**config.mk**
```make
export PLATFORM = sky130hd
export DESIGN_NAME = rkc_apb_regs
export DESIGN_NICKNAME = d
export VERILOG_FILES = /design/src/rkc_pkg.sv /design/src/rkc_apb_regs.sv
export SDC_FILE = /design/constraint.sdc
export NUM_CORES = 1
export LEC_CHECK = 0
export BUFFER_PORTS_ARGS = -buffer_cell sky130_fd_sc_hd__buf_2
export CAP_MARGIN = 20
export CORE_MARGIN = 2
export CORE_UTILIZATION = 45
export CTS_CLUSTER_DIAMETER = 80
export CTS_CLUSTER_SIZE = 14
export DETAILED_ROUTE_END_ITERATION = 12
export HOLD_SLACK_MARGIN = 0.15
export PLACE_DENSITY = 0.84
export SLEW_MARGIN = 20
export SYNTH_ARGS = -nofsm -noshare
export SYNTH_HDL_FRONTEND = slang
export SYNTH_SLANG_ARGS = --single-unit
```
**constraint.sdc**
```tcl
create_clock -name clk -period 2.85 [get_ports clk]
set_input_delay 0.855 -clock clk [delete_from_list [all_inputs] [get_ports clk]]
set_output_delay 0.855 -clock clk [all_outputs]
set_load 0.02 [all_outputs]
```
**src/rkc_pkg.sv**
```systemverilog
// ----------------------------------------------------------------------------
// rkc_pkg
// Shared widths, register map, reset values and types of the 3x3 RGB
// convolution block.
// ----------------------------------------------------------------------------
package rkc_pkg;

    localparam int SAMPLE_W     = 8;
    localparam int PIXEL_W      = 3 * SAMPLE_W;
    localparam int COEF_W       = 16;
    localparam int LINE_WIDTH_W = 11;
    localparam int LINE_COUNT_W = 16;
    localparam int ROW_W        = LINE_COUNT_W + 1;     // counts up to line_count + 1
    localparam int COEF_ROW_W   = 3 * COEF_W;
    localparam int APB_DATA_W   = 64;
    localparam int APB_ADDR_W   = 6;
    localparam int PROD_W       = SAMPLE_W + 1 + COEF_W;
    localparam int TERM_W       = PROD_W - 8;           // product after dropping Q8 fraction
    localparam int ACC_W        = TERM_W + 3;           // nine terms

    // register indexes (byte address = 8 * index)
    localparam logic [2:0] REG_LINE_WIDTH  = 3'd0;
    localparam logic [2:0] REG_LINE_COUNT  = 3'd1;
    localparam logic [2:0] REG_COEF_TOP    = 3'd2;
    localparam logic [2:0] REG_COEF_MIDDLE = 3'd3;
    localparam logic [2:0] REG_COEF_BOTTOM = 3'd4;

    localparam logic [LINE_WIDTH_W-1:0] LINE_WIDTH_RST  = 11'd1024;
    localparam logic [LINE_COUNT_W-1:0] LINE_COUNT_RST  = 16'd1;
    localparam logic [COEF_ROW_W-1:0]   COEF_TOP_RST    = 48'h0000_0000_0000;
    localparam logic [COEF_ROW_W-1:0]   COEF_MIDDLE_RST = 48'h0000_0100_0000;
    localparam logic [COEF_ROW_W-1:0]   COEF_BOTTOM_RST = 48'h0000_0000_0000;

    typedef logic [PIXEL_W-1:0] pixel_t;
    typedef logic [COEF_W-1:0]  coef_t;

    // [row][col]: row 0 is the line above, col 0 the leftmost tap
    typedef coef_t  [2:0][2:0] coef_grid_t;
    typedef pixel_t [2:0][2:0] tap_grid_t;
    typedef logic   [2:0][2:0] tap_mask_t;

    typedef struct packed {
        logic [LINE_COUNT_W-1:0] count;
        logic [LINE_COUNT_W-1:0] count_last;
        logic                    restart;
        coef_grid_t              coef;
    } frame_cfg_t;

    typedef struct packed {
        logic top;
        logic bottom;
        logic left;
        logic right;
    } border_t;

    typedef struct packed {
        pixel_t upper;
        pixel_t middle;
    } line_pair_t;

endpackage

```
**src/rkc_apb_regs.sv**
```systemverilog
// ----------------------------------------------------------------------------
// rkc_apb_regs
// APB register file: frame size and kernel rows, with the effective
// (clamped) frame size handed to the datapath.
// ----------------------------------------------------------------------------
module rkc_apb_regs
    import rkc_pkg::*;
#(
    parameter int MAX_LINE = 1024,
    localparam int AW = $clog2(MAX_LINE)
)
(
    input  logic                  clk,
    input  logic                  rst_n,
    input  logic                  psel,
    input  logic                  penable,
    input  logic                  pwrite,
    input  logic [APB_ADDR_W-1:0] paddr,
    input  logic [APB_DATA_W-1:0] pwdata,
    output logic [APB_DATA_W-1:0] prdata,
    output logic                  pready,
    output frame_cfg_t            cfg,
    output logic [AW-1:0]         width_last
);

    logic [LINE_WIDTH_W-1:0] line_width_reg;
    logic [LINE_COUNT_W-1:0] line_count_reg;
    logic [COEF_ROW_W-1:0]   coef_top_reg;
    logic [COEF_ROW_W-1:0]   coef_middle_reg;
    logic [COEF_ROW_W-1:0]   coef_bottom_reg;
    logic [2:0]              reg_idx;
    logic                    wr_fire;

    assign reg_idx = paddr[APB_ADDR_W-1:3];
    assign wr_fire = psel && penable && pwrite;
    assign pready  = 1'b1;

    always_ff @(posedge clk or negedge rst_n)
    begin
        if (!rst_n)
        begin
            line_width_reg  <= LINE_WIDTH_RST;
            line_count_reg  <= LINE_COUNT_RST;
            coef_top_reg    <= COEF_TOP_RST;
            coef_middle_reg <= COEF_MIDDLE_RST;
            coef_bottom_reg <= COEF_BOTTOM_RST;
        end
        else if (wr_fire)
        begin
            case (reg_idx)
                REG_LINE_WIDTH:  line_width_reg  <= pwdata[LINE_WIDTH_W-1:0];
                REG_LINE_COUNT:  line_count_reg  <= pwdata[LINE_COUNT_W-1:0];
                REG_COEF_TOP:    coef_top_reg    <= pwdata[COEF_ROW_W-1:0];
                REG_COEF_MIDDLE: coef_middle_reg <= pwdata[COEF_ROW_W-1:0];
                REG_COEF_BOTTOM: coef_bottom_reg <= pwdata[COEF_ROW_W-1:0];
                default:         ;
            endcase
        end
    end

    always_comb
    begin
        case (reg_idx)
            REG_LINE_WIDTH:  prdata = APB_DATA_W'(line_width_reg);
            REG_LINE_COUNT:  prdata = APB_DATA_W'(line_count_reg);
            REG_COEF_TOP:    prdata = APB_DATA_W'(coef_top_reg);
            REG_COEF_MIDDLE: prdata = APB_DATA_W'(coef_middle_reg);
            REG_COEF_BOTTOM: prdata = APB_DATA_W'(coef_bottom_reg);
            default:         prdata = '0;
        endcase
    end

    // width 0 behaves as 1, anything above the line store depth as the depth
    always_comb
    begin
        if (line_width_reg == '0)
            width_last = '0;
        else if (32'(line_width_reg) > MAX_LINE)
            width_last = AW'(MAX_LINE - 1);
        else
            width_last = AW'(line_width_reg - 11'd1);
    end

    always_comb
    begin
        cfg.count      = (line_count_reg == '0) ? 16'd1 : line_count_reg;
        cfg.count_last = cfg.count - 16'd1;
        cfg.restart    = wr_fire && (reg_idx == REG_LINE_WIDTH || reg_idx == REG_LINE_COUNT);
        for (int c = 0; c < 3; c++)
        begin
            cfg.coef[0][c] = coef_top_reg[COEF_W*c +: COEF_W];
            cfg.coef[1][c] = coef_middle_reg[COEF_W*c +: COEF_W];
            cfg.coef[2][c] = coef_bottom_reg[COEF_W*c +: COEF_W];
        end
    end

endmodule

```
==> out/results.tsv <==
stage	metric	value	unit
run_status	status	finished, violations left	
run_status	failed_checks	design-rule violations, negative setup slack	
clocking	clock_latency	430	ps
sta	slew_headroom	53.4	%
clocking	cts_sinks	171	
placement	gp_congestion	0.967	
global_routing	grt_usage	25.3	%
power_and_ir_drop	combPwrFrac	37.6	%
hold_path	hp-class	in -> async	
floorplanning	core	18100	um^2
power_and_ir_drop	peakVddDrop	0.405	mV
route	highest_layer	met4	
sta	clock.fmax	293	MHz
setup_path	r2r-start	line_count_reg[6]$_DFFE_PN0P_	
power_and_ir_drop	clkPwrFrac	25.7	%
logic_synthesis	synth_warnings	0	
power_and_ir_drop	p_sw_share	37.2	%
setup_path	worstSetupStartpoint	line_count_reg[3]$_DFFE_PN0P_	
sta	clock_skew	0	ps
finish	final_cell_area	11600	um^2
logic_synthesis	ys_ff_latch	171	
power_and_ir_drop	p_switching	3.38	mW
floorplanning	die_height	140	um
logic_synthesis	netlist_area	8340	um^2
sta	rsz0062_at_grt	true	
job	max_cap_viol_count	0	
global_routing	grt_max_degree	74	
logic_synthesis	netlist_instances	686	
power_and_ir_drop	p_int	5.71	mW
logic_synthesis	synth-async-reset-ratio	100	%
placement	dp_slack	-118	ps
logic_synthesis	synth_flop_cell	dfrtp_1	
global_routing	grt_pass1_vias	6932	
clocking	clockBufferDepth	2	
setup_path	path_max_fanout	4	
logic_synthesis	yosysTopAreaCellShare	50.4	%
sta	hold_viol_final	0	
floorplanning	rows	49	
route	first_pass_iters	12	
route	wl_met3	1.34	mm
setup_path	critPathLaunchType	flip-flop	
placement	dpl_cell_area	10400	um^2
route	wl_met2	12.6	mm
finish	drive_gt1_share	62.0	%
route	met1Wirelength	10.3	mm
setup_path	crit_type	reg -> out	
clocking	ctsRootBufferMaster	clkbuf_16	
power_and_ir_drop	p_seq_share	36.7	%
floorplanning	die_area	19600	um^2
sta	setup_slack	-559	ps
route	wl_per_cell	20.3	um
sta	fin_crit_sh	120	%
logic_synthesis	ys_seq_area_share	51.4	%
global_routing	grt_pass1_wl	38.6	mm
sta	setup-violations-final	25	
floorplanning	io_pins	327	
route	postRouteAntennaNets	0	
placement	numPortBuffers	290	
route	route.detailed.drc	16	
finish	area_growth	39.2	%
power_and_ir_drop	power.leakage	5.88	nW
floorplanning	start_util	46.1	%
placement	dp_hpwl	17.3	mm
setup_path	end_kind	primary output	
setup_path	cp.required	2000	ps
route	drt-vias-per-instance	5.52	
sta	holdWs	347	ps
route	wirelength	25.4	mm
sta	period_minus_slack	3410	ps
logic_synthesis	synth_cell_types	41	
logic_synthesis	avgSynthCellArea	12.2	um^2
setup_path	regToRegSetupSlack	1680	ps
sta	worst_slew_pin_slew	698	ps
logic_synthesis	synthTopCellsByArea	dfrtp_1 (50%), mux2_2 (24%), mux2i_1 (6.5%), o21ai_0 (2.9%), nand2_1 (2.2%)	
floorplanning	fp.dieW	140	um
clocking	cts_buffers	17	
logic_synthesis	synth_enable_flop_cells	0	
global_routing	antenna_found_initial	0	
route	drt_iter0_markers	451	
sta	slew_violations	0	
clocking	clk_pin_slew	60	ps
global_routing	overflow	0	
clocking	cts_max_level	4	
finish	antenna_cells	0	
logic_synthesis	yosysTopAreaCell	dfrtp_1	
clocking	cts_tree	yes	
setup_path	crit_arrival	2550	ps
finish	final_nets	1087	
route	vias	6907	
power_and_ir_drop	pwr_density_cell	784	nW/um^2
synth_stat cells (2+ instances only):
library cell	number
mux2_2	175
dfrtp_1	168
mux2i_1	54
nand2_1	48
o21ai_0	48
clkbuf_1	29
nor2_1	21
buf_2	20
buf_4	20
a21oi_1	15
o22ai_1	11
nor3_1	9
xor2_1	8
xnor2_1	7
inv_1	6
a22oi_1	5
nor3b_1	4
dfstp_2	3
nand2b_1	3
nor2b_1	3
nor4_1	3
conb_1	2
ha_1	2
nand3_1	2
nand3b_1	2
or4_2	2
or4_4	2
area by class of cell:
class                      instances  area [um^2]
multi-input combinational        453         4030
tap                              229          287
clock inverter                    14          158
timing repair buffer             361         2390
inverter                           6         22.5
fill                            1338         6480
sequential                       171         4290
clock buffer                      17          425
worst paths after layout:
kind	endpoint	depth (start not counted)
setup / recovery	cfg[159]	9
hold / removal	coef_top_reg[0]$_DFFE_PN0P_	1
setup reg to reg	line_count_reg[6]$_DFFE_PN0P_	4
hold reg to reg	coef_top_reg[19]$_DFFE_PN0P_	1
max in group asynchronous	coef_bottom_reg[45]$_DFFE_PN0P_	2
min in group clk	coef_top_reg[19]$_DFFE_PN0P_	1
stage by stage:
step / power, mW / setup TNS, ps / util (%) / cells
final: 9.09 / -6690 / 64.2 / 1251
after global routing: 9.48 / -8550 / 64.2 / 1251
after CTS: 8.88 / -7110 / 62.4 / 1239
after detailed placement: 6.37 / -422 / 57.6 / 1200
after global placement: 6.28 / -332 / 57.6 / 1200
after floorplan: 5.17 / -323 / - / 701
power groups by stage:
stage / Clock, mW / Combinational (mW) / Sequential (mW)
2_1_floorplan: 0 / 1.36 / 3.81
3_3_place_gp: 0 / 2.96 / 3.32
3_5_place_dp: 0 / 3.02 / 3.35
4_1_cts: 2.36 / 3.21 / 3.31
5_1_grt: 2.48 / 3.60 / 3.40
6_report: 2.33 / 3.42 / 3.34
cells in the final DEF (no fill, tap or decap), types with 3 or more instances in the layout:
cell type    n
mux2i_1     54
nand2_2      5
a21oi_1     11
dfstp_2      3
mux2_2     175
nand2_1     43
o21ai_0      7
buf_12      14
xnor2_1      4
nor3_2       4
clkbuf_16   18
dfrtp_2      6
nor2_4       3
buf_4       73
inv_1        4
xnor2_2      3
buf_2      248
inv_6        6
o22ai_1     11
buf_6       24
a21oi_2      3
xor2_1       6
a22oi_1      5
conb_1      17
nor2_1      18
nor3_1       4
o21ai_2     12
or4_4        4
dfrtp_1    162
o21ai_1     28
critical path: stages (launching register included):
cell	delay (ps)
dfrtp_1	390
or4_4	550
nor2_4	180
a21oi_4	80
ha_4	160
nor3b_4	140
and2b_2	250
nand2_2	100
xnor2_2	100
buf_4	160
metal layers:
layer  vias up  track usage, %
li1       3055               -
met1      3467            33.0
met2       296            40.5
met3        89            5.06
met4         0            12.8
met5         -               0
what timing repair did:
item | in CTS | in global routing
pin swaps | 11 | 17
hold buffers | 0 | 0
gates cloned | 2 | 1
endpoints found under the setup margin | 26 | 63
buffers inserted | 6 | 14
resized for setup | 54 | 71
logic make-up after synthesis:
logic type	Yosys count	synth area share [%]
AO/OA/AOI/OAI	85	5.64
XOR/XNOR	15	1.58
adder cells (fa/ha/maj)	2	0.300
buffers and inverters	77	4.74
flip-flops	171	51.4
multiplexers	229	30.1
other	2	0.0901
AND/OR/NAND/NOR	105	6.18
No activity file was read; power rests on OpenSTA's default activity.
